### src/rtl/nsfe_pkg.sv
// Shared types and codes for the nesting-level stack.
`timescale 1ns / 1ps
`default_nettype none

package nsfe_pkg;

	typedef enum logic [1:0] {
		OP_PUSH     = 2'd0,
		OP_POP      = 2'd1,
		OP_CONTAINS = 2'd2,
		OP_ESTIMATE = 2'd3
	} op_t;

	typedef enum logic {
		ST_IDLE,
		ST_WALK
	} state_t;

	localparam logic [3:0] LVL_NONE  = 4'd0;
	localparam logic [3:0] LVL_IF    = 4'd1;
	localparam logic [3:0] LVL_CASE  = 4'd2;
	localparam logic [3:0] LVL_CCASE = 4'd3;
	localparam logic [3:0] LVL_LOOP  = 4'd4;
	localparam logic [3:0] LVL_DEFER = 4'd5;

	localparam logic [31:0] FREQ_ONE = 32'd1;

	// shift control common to every cell
	typedef struct packed {
		logic push;
		logic pop;
	} stack_ctl_t;

	// search/estimate token walking the cell row
	typedef struct packed {
		logic        vld;
		logic        est;
		logic [3:0]  level;
		logic        found;
		logic [31:0] freq;
	} tok_t;

endpackage

`default_nettype wire

### src/rtl/nsfe_cell.sv
// One stack cell: holds one entry and applies it to a passing token.
`timescale 1ns / 1ps
`default_nettype none

module nsfe_cell (
	input  wire logic               clk,
	input  wire logic               arst_n,
	input  wire nsfe_pkg::stack_ctl_t ctl,
	input  wire logic [3:0]         entry_above,
	input  wire logic               live_above,
	input  wire logic [3:0]         entry_below,
	input  wire logic               live_below,
	input  wire nsfe_pkg::tok_t     tok_in,
	output logic [3:0]              entry,
	output logic                    live,
	output nsfe_pkg::tok_t          tok_out
);

	logic [3:0]     entry_q;
	logic           live_q;
	nsfe_pkg::tok_t tok_q;
	nsfe_pkg::tok_t tok_nx;

	// push moves everything one cell away from the top, pop one cell towards it
	always_ff @(posedge clk) begin
		if (ctl.push) begin
			entry_q <= entry_above;
		end else if (ctl.pop) begin
			entry_q <= entry_below;
		end
	end

	always_ff @(posedge clk or negedge arst_n) begin
		if (!arst_n) begin
			live_q <= 1'b0;
		end else if (ctl.push) begin
			live_q <= live_above;
		end else if (ctl.pop) begin
			live_q <= live_below;
		end
	end

	always_comb begin
		tok_nx = tok_in;
		if (tok_in.vld && live_q) begin
			if (tok_in.est) begin
				case (entry_q)
					nsfe_pkg::LVL_IF: begin
						if (tok_in.freq != nsfe_pkg::FREQ_ONE) begin
							tok_nx.freq = tok_in.freq >> 1;
						end
					end
					nsfe_pkg::LVL_CASE, nsfe_pkg::LVL_CCASE: begin
						if (tok_in.freq[31:3] != 29'd0) begin
							tok_nx.freq = tok_in.freq >> 3;
						end
					end
					nsfe_pkg::LVL_LOOP: begin
						// x10 as x8 + x2, wraps at 32 bits
						tok_nx.freq = (tok_in.freq << 3) + (tok_in.freq << 1);
					end
					nsfe_pkg::LVL_DEFER: begin
						tok_nx.freq = nsfe_pkg::FREQ_ONE;
					end
					default: begin
						tok_nx.freq = tok_in.freq;
					end
				endcase
			end else if (entry_q == tok_in.level) begin
				tok_nx.found = 1'b1;
			end
		end
	end

	always_ff @(posedge clk or negedge arst_n) begin
		if (!arst_n) begin
			tok_q <= '0;
		end else begin
			tok_q <= tok_nx;
		end
	end

	assign entry   = entry_q;
	assign live    = live_q;
	assign tok_out = tok_q;

endmodule

`default_nettype wire

### src/rtl/nesting_stack_frequency_estimator.sv
// Top level: nesting-level stack built as a row of shifting cells.
`timescale 1ns / 1ps
`default_nettype none

// LIFO stack of DEPTH 4-bit nesting-level codes held in a row of cells; cell 0 is
// the top and push/pop shift the whole row by one place. The result of a push or
// pop is registered at the accepting edge. Contains and estimate send a token from
// the bottom cell to the top cell, one cell per cycle, and their result is loaded
// when the token leaves the top cell; input stays blocked until the result is
// loaded. The length of the cell row sets how long the walk takes. One request is
// in progress at a time. No clearing pass is needed after reset.
module nesting_stack_frequency_estimator #(
	parameter int DEPTH = 16
) (
	input  wire logic        clk,
	input  wire logic        arst_n,
	input  wire logic        in_valid,
	output logic             in_ready,
	input  wire logic [1:0]  op,
	input  wire logic [3:0]  level,
	output logic             out_valid,
	input  wire logic        out_ready,
	output logic [3:0]       level_out,
	output logic             found,
	output logic [31:0]      frequency,
	output logic             empty_res,
	output logic             overflow,
	output logic [4:0]       entry_count
);

	localparam int CW = $clog2(DEPTH + 1);

	nsfe_pkg::state_t     state_q, state_nx;
	nsfe_pkg::op_t        op_in;
	nsfe_pkg::stack_ctl_t ctl;
	nsfe_pkg::tok_t       tok_inj;
	nsfe_pkg::tok_t       tok_o [DEPTH];
	logic [3:0]           ent [DEPTH];
	logic                 live [DEPTH];

	logic [CW-1:0] count_q, count_nx;
	logic          acc, is_walk, full, nonempty, load;
	logic [3:0]    top_lvl, res_level;
	logic          res_found, res_ovf;
	logic [31:0]   res_freq;

	logic          out_valid_q;
	logic [3:0]    level_out_q;
	logic          found_q, empty_q, ovf_q;
	logic [31:0]   freq_q;
	logic [4:0]    count_out_q;

	assign op_in    = nsfe_pkg::op_t'(op);
	assign acc      = in_valid && in_ready;
	assign is_walk  = (op_in == nsfe_pkg::OP_CONTAINS) || (op_in == nsfe_pkg::OP_ESTIMATE);
	assign full     = (count_q == CW'(DEPTH));
	assign nonempty = (count_q != '0);
	assign top_lvl  = nonempty ? ent[0] : nsfe_pkg::LVL_NONE;

	assign ctl.push = acc && (op_in == nsfe_pkg::OP_PUSH) && !full;
	assign ctl.pop  = acc && (op_in == nsfe_pkg::OP_POP) && nonempty;

	always_comb begin
		tok_inj.vld   = acc && is_walk;
		tok_inj.est   = (op_in == nsfe_pkg::OP_ESTIMATE);
		tok_inj.level = level;
		tok_inj.found = 1'b0;
		tok_inj.freq  = nsfe_pkg::FREQ_ONE;
	end

	for (genvar i = 0; i < DEPTH; i++) begin : g_cell
		logic [3:0]     e_above, e_below;
		logic           l_above, l_below;
		nsfe_pkg::tok_t t_in;

		if (i == 0) begin : g_top
			assign e_above = level;
			assign l_above = 1'b1;
		end else begin : g_mid
			assign e_above = ent[i-1];
			assign l_above = live[i-1];
		end

		if (i == DEPTH - 1) begin : g_bot
			assign e_below = nsfe_pkg::LVL_NONE;
			assign l_below = 1'b0;
			assign t_in    = tok_inj;
		end else begin : g_up
			assign e_below = ent[i+1];
			assign l_below = live[i+1];
			assign t_in    = tok_o[i+1];
		end

		nsfe_cell u_cell (
			.clk        (clk),
			.arst_n     (arst_n),
			.ctl        (ctl),
			.entry_above(e_above),
			.live_above (l_above),
			.entry_below(e_below),
			.live_below (l_below),
			.tok_in     (t_in),
			.entry      (ent[i]),
			.live       (live[i]),
			.tok_out    (tok_o[i])
		);
	end

	always_comb begin
		count_nx = count_q;
		if (ctl.push) begin
			count_nx = count_q + CW'(1);
		end else if (ctl.pop) begin
			count_nx = count_q - CW'(1);
		end
	end

	always_ff @(posedge clk or negedge arst_n) begin
		if (!arst_n) begin
			count_q <= '0;
		end else begin
			count_q <= count_nx;
		end
	end

	// control
	always_comb begin
		state_nx = state_q;
		unique case (state_q)
			nsfe_pkg::ST_IDLE: begin
				if (acc && is_walk) begin
					state_nx = nsfe_pkg::ST_WALK;
				end
			end
			nsfe_pkg::ST_WALK: begin
				if (tok_o[0].vld) begin
					state_nx = nsfe_pkg::ST_IDLE;
				end
			end
			default: state_nx = nsfe_pkg::ST_IDLE;
		endcase
	end

	always_comb begin
		unique case (state_q)
			nsfe_pkg::ST_IDLE: in_ready = !out_valid_q || out_ready;
			nsfe_pkg::ST_WALK: in_ready = 1'b0;
			default:           in_ready = 1'b0;
		endcase
	end

	always_ff @(posedge clk or negedge arst_n) begin
		if (!arst_n) begin
			state_q <= nsfe_pkg::ST_IDLE;
		end else begin
			state_q <= state_nx;
		end
	end

	// result selection: token exit or a push/pop request
	always_comb begin
		res_found = 1'b0;
		res_freq  = '0;
		res_ovf   = 1'b0;
		res_level = top_lvl;
		if (tok_o[0].vld) begin
			res_found = tok_o[0].found && !tok_o[0].est;
			res_freq  = tok_o[0].est ? tok_o[0].freq : 32'd0;
		end else if (op_in == nsfe_pkg::OP_PUSH) begin
			res_ovf   = full;
			res_level = full ? top_lvl : level;
		end
	end

	assign load = (acc && !is_walk) || tok_o[0].vld;

	always_ff @(posedge clk or negedge arst_n) begin
		if (!arst_n) begin
			out_valid_q <= 1'b0;
		end else if (load) begin
			out_valid_q <= 1'b1;
		end else if (out_ready) begin
			out_valid_q <= 1'b0;
		end
	end

	always_ff @(posedge clk) begin
		if (load) begin
			level_out_q <= res_level;
			found_q     <= res_found;
			freq_q      <= res_freq;
			empty_q     <= (count_nx == '0);
			ovf_q       <= res_ovf;
			count_out_q <= 5'(count_nx);
		end
	end

	assign out_valid   = out_valid_q;
	assign level_out   = level_out_q;
	assign found       = found_q;
	assign frequency   = freq_q;
	assign empty_res   = empty_q;
	assign overflow    = ovf_q;
	assign entry_count = count_out_q;

	a_tok_in_walk: assert property (@(posedge clk) disable iff (!arst_n)
		tok_o[0].vld |-> state_q == nsfe_pkg::ST_WALK)
		else $error("token left the cell row outside a walk");

	a_count_range: assert property (@(posedge clk) disable iff (!arst_n)
		count_q <= CW'(DEPTH))
		else $error("entry count above depth");

	a_top_live: assert property (@(posedge clk) disable iff (!arst_n)
		live[0] == nonempty)
		else $error("top cell live bit disagrees with entry count");

	a_walk_blocks: assert property (@(posedge clk) disable iff (!arst_n)
		(acc && is_walk) |=> !in_ready)
		else $error("request taken while a search is in progress");

endmodule

`default_nettype wire

### config.mk
export PLATFORM = sky130hd
export DESIGN_NAME = nesting_stack_frequency_estimator
export DESIGN_NICKNAME = d
export VERILOG_FILES = /design/src/rtl/nsfe_pkg.sv /design/src/rtl/nsfe_cell.sv /design/src/rtl/nesting_stack_frequency_estimator.sv
export SDC_FILE = /design/constraint.sdc
export NUM_CORES = 2
export LEC_CHECK = 0
export ABC_AREA = 1
export ABC_CLOCK_PERIOD_IN_PS = 4300
export BUFFER_PORTS_ARGS = -buffer_cell sky130_fd_sc_hd__buf_2
export CAP_MARGIN = 20
export CORE_MARGIN = 4
export CORE_UTILIZATION = 59
export DETAILED_ROUTE_END_ITERATION = 7
export HOLD_SLACK_MARGIN = 0.1
export PLACE_DENSITY_LB_ADDON = 0.05
export SYNTH_ARGS = -nofsm -noshare
export SYNTH_HDL_FRONTEND = slang
export SYNTH_SLANG_ARGS = --single-unit
export TNS_END_PERCENT = 10
### constraint.sdc
create_clock -name clk -period 4.3 [get_ports clk]
set_clock_uncertainty 0.15 [all_clocks]
set_input_delay 0.86 -clock clk [delete_from_list [all_inputs] [get_ports clk]]
set_output_delay 0.86 -clock clk [all_outputs]
set_load 0.02 [all_outputs]
==> flow_summary.rst <==
.. list-table::
   :header-rows: 1

   * - Metric
     - Value
   * - Switching power summed over all nets
     - 2.87 mW
   * - Max-slew headroom at the worst pin
     - 31.1%
   * - Fraction of power spent switching nets
     - 22.0%
   * - Startpoint class of the critical path
     - flop
   * - WP buf/inv
     - 2
   * - Cell with the largest stage delay on the worst path
     - sky130_fd_sc_hd__inv_2
   * - Number of buffers added by the clock tree synthesis step
     - 75
   * - Maximum buffer depth of the clock tree
     - 3
   * - Number of top-level pins
     - 56
   * - Count of synthesis-stage warnings from yosys
     - 0
   * - Width of the die
     - 309 um
   * - Seq/Total Area, Yosys
     - 30.4%
   * - Overall Power
     - 13.0 mW
   * - Remaining number of nets flagged by the antenna check after routing
     - 0
   * - Sink count of the clock tree
     - 627
   * - Maximum fanout along the worst path
     - 39
   * - Critical path's largest stage delay
     - 0.55 ns
   * - Final setup violation count
     - 0
   * - Clock-pin transition on the worst setup and hold timing paths
     - 0.06 ns
   * - Unrepaired setup endpoints after global routing
     - false
   * - Worst slew pin tran
     - 1.03 ns
   * - Power density relative to cell area
     - 227 nW/um^2
   * - Count of input and output buffers
     - 55
   * - Flip-flop and latch count after synthesis
     - 627
   * - Routed vias
     - 55,329
   * - Summed instance area of the synthesized netlist
     - 53,300 sq um
   * - Number of detailed-routing iterations run before antenna repair
     - 8
   * - Internal Dissipation
     - 10.1 mW
   * - First-pass GRT wire length
     - 276,000 um
   * - Wire length per cell after detailed routing
     - 18.0 um
   * - Predominant post-synthesis flop cell
     - sky130_fd_sc_hd__dfrtp_1
   * - Cells after Synth
     - 8,339
   * - Average cell area after synthesis
     - 6.39 sq um
   * - Total number of placement rows
     - 109
   * - Final Wtd Congestion
     - 1.03
   * - DP HPWL
     - 135,000 um
   * - Starting utilization of the core area
     - 59.9%
   * - Final total negative setup slack
     - 0 ns
   * - Growth of design area from synthesis to finish
     - 7.26%
   * - Dominant cell type by count on the critical path
     - sky130_fd_sc_hd__nand2_1
   * - Time the worst path needs with I/O delays and setup
     - 3.03 ns
   * - Hold crit path type
     - input port to asynchronous set/reset pin
   * - Req. time, crit path
     - 4.69 ns
   * - EDFF count, synth
     - 108
   * - Total Die Area
     - 95,200 sq um
   * - Setup Buffers After CTS
     - 0
   * - Final count of hold timing violations
     - 0
   * - Share of power burned in registers
     - 46.9%
   * - Standby leakage power
     - 30.6 nW
   * - H-tree depth
     - 3
   * - Element type at the critical path end
     - flop
   * - Clock power share
     - 51.9%
   * - Total of cells resized after clock tree synthesis
     - 0
   * - Vertical die dimension
     - 309 um
   * - Post-cts hold buffer count
     - 0
   * - Synthesized netlist net count
     - 8,677
   * - Maximum clock frequency
     - 330 MHz
   * - Total congestion overflow after global routing
     - 0
   * - Kind of critical path
     - flop to flop
   * - Crit path depth
     - 10
   * - Aggregate global-route resource usage
     - 35.9%
   * - Final net count
     - 8,686
   * - CTS root buf
     - sky130_fd_sc_hd__clkbuf_16
   * - Detail-routed via count per cell
     - 5.78
   * - Source-to-sink clock delay at the later pin of the worst-skew pair
     - 0.67 ns
   * - Share of layout cells above drive strength 1
     - 3.87%
   * - Data arrival time of the critical path
     - 3.42 ns
   * - Number of inserted diodes
     - 0
   * - Peak supply drop
     - 0.000301 V
   * - Worst R2R Path Depth
     - 10
   * - Synth unique cells
     - 70
   * - Maximum number of pins on one net before global-route repair
     - 138
   * - Kind of cell adding the most delay to the critical path
     - simple AND/OR/NAND/NOR gates
   * - Cells along the critical path
     - nor2_1 -> nand2_1 -> nand3b_1 -> nand3_2 -> inv_2 -> nand2_1 -> inv_1 -> o21ai_2 -> nand2_1 -> nand2_1
   * - Relative contribution of combinational cells to total power
     - 1.2%
   * - Placeable core region
     - 89,100 sq um
   * - Max capacitance violation total
     - 0
   * - Violation count after the first detailed-route iteration
     - 5,644
   * - Period utilisation layout
     - 70.5%
   * - Number of global-route vias before repair
     - 52,052
   * - Fraction of registers with async set/reset
     - 82.8%
   * - Post-route DRC
     - 0
   * - Max-slew violation count
     - 0
   * - Antenna violations before repair
     - 0
   * - Result of the run
     - complete, no violations
   * - Clock tree from TritonCTS
     - done
   * - Final wirelength
     - 173,000 um
==> sequential cells by signal, indices dropped and copies added (netlist names), 4 cells and up <==
register,count
level_out,4
g_cell.u_cell.live,16
entry_count,5
g_cell.u_cell.entry,64
frequency,32
g_cell.u_cell.tok_out,496
count_q,5
==> layout make-up <==
class	count	area [sq um]
sequential	627	16200
multi-input combinational	6096	30800
timing repair buffer	74	490
inverter	1474	5550
clock buffer	105	2120
clock inverter	32	518
tap	1165	1460
fill	8381	31900
==> synth_stat cells (96+ instances only) <==
library cell,number,area (sq um)
sky130_fd_sc_hd__nand2_1,2602,9770
sky130_fd_sc_hd__ha_1,315,3940
sky130_fd_sc_hd__a21oi_1,464,2320
sky130_fd_sc_hd__nand4_1,165,1030
sky130_fd_sc_hd__inv_1,1433,5380
sky130_fd_sc_hd__nor2_1,770,2890
sky130_fd_sc_hd__o22ai_1,166,1040
sky130_fd_sc_hd__dfrtp_1,519,13000
sky130_fd_sc_hd__nand3_1,647,3240
sky130_fd_sc_hd__nor3_1,96,480
sky130_fd_sc_hd__o21ai_0,290,1450
sky130_fd_sc_hd__edfxtp_1,108,3240
==> cells by family (layout without fill, tap and decap cells) <==
family	after synthesis	in the layout	synth area share (%)
DFF	627	627	30.4
buffers and inverters	1616	1685	11.8
and+or+nand+nor	4471	4471	35.4
adders and majority gates	328	328	7.88
xor gates and xnor gates	52	52	0.854
AOI/OAI and AO/OA	1245	1245	13.6
==> cell usage in the layout (no fill, tap or decap), drive strengths merged, types with 51 or more instances in the layout <==
cell type,netlist,routed
nand2,2611,2611
inv,1465,1471
nor2,780,780
nand3,660,660
dfrtp,519,519
a21oi,467,467
o21ai,320,320
ha,315,315
nand4,171,171
o22ai,166,166
edfxtp,108,108
clkbuf,31,105
nor3,100,100
buf,111,74
nand3b,51,51
==> power by group through the flow <==
stage | registers (mW) | clock network, mW | logic, mW
floorplan | 6.19 | 0 | 0.0328
global placement | 6.21 | 0 | 0.163
detailed placement | 6.21 | 0 | 0.167
CTS | 6.10 | 6.83 | 0.168
global route | 6.10 | 7.09 | 0.187
finish | 6.10 | 6.74 | 0.162
==> routing by layer <==
| metal | vias to the layer above | track usage [%] | wire (um) |
|---|---|---|---|
| li1 | 27107 | - | - |
| met1 | 25284 | 45.4 | 69300 |
| met2 | 2352 | 59.7 | 79700 |
| met3 | 586 | 4.94 | 12600 |
| met4 | 0 | 20.3 | 11200 |
| met5 | - | 0 | 0 |
==> worst reg2reg max path: stages, from the launching register on <==
cell and delay (ns):
sky130_fd_sc_hd__edfxtp_1 0.48, sky130_fd_sc_hd__nor2_1 0.18, sky130_fd_sc_hd__nand2_1 0.41, sky130_fd_sc_hd__nand3b_1 0.26, sky130_fd_sc_hd__nand3_2 0.29, sky130_fd_sc_hd__inv_2 0.56, sky130_fd_sc_hd__nand2_1 0.19, sky130_fd_sc_hd__inv_1 0.13
sky130_fd_sc_hd__o21ai_2 0.11, sky130_fd_sc_hd__nand2_1 0.11, sky130_fd_sc_hd__nand2_1 0.05
==> metrics by stage <==
stage	cell area, sq um	setup slack, ns	util [%]	hold WS [ns]	std cells
final	57200	1.27	64.2	0.0939	9573
after global routing	57200	0.977	64.2	0.146	9573
after CTS	57200	1.35	64.2	0.111	9573
after detailed placement	54500	1.35	61.2	0.212	9436
after global placement	54500	1.37	61.2	0.205	9436
after floorplan	53300	0.577	-	0.204	8339
==> worst paths after layout <==
path	from	slack (ns)	endpoint
min reg2reg	g_cell[8].u_cell.tok_out[38]	0.23	g_cell[7].u_cell.tok_out[38]
max	g_cell[5].u_cell.entry[2]	1.27	g_cell[5].u_cell.tok_out[15]
min	arst_n	0.09	g_cell[3].u_cell.tok_out[26]
min in group clk	g_cell[8].u_cell.tok_out[38]	0.23	g_cell[7].u_cell.tok_out[38]
max in group asynchronous	arst_n	2.85	g_cell[10].u_cell.tok_out[19]
max reg2reg	g_cell[5].u_cell.entry[2]	1.27	g_cell[5].u_cell.tok_out[15]
Note: power is estimated with default switching activity, not from simulation.
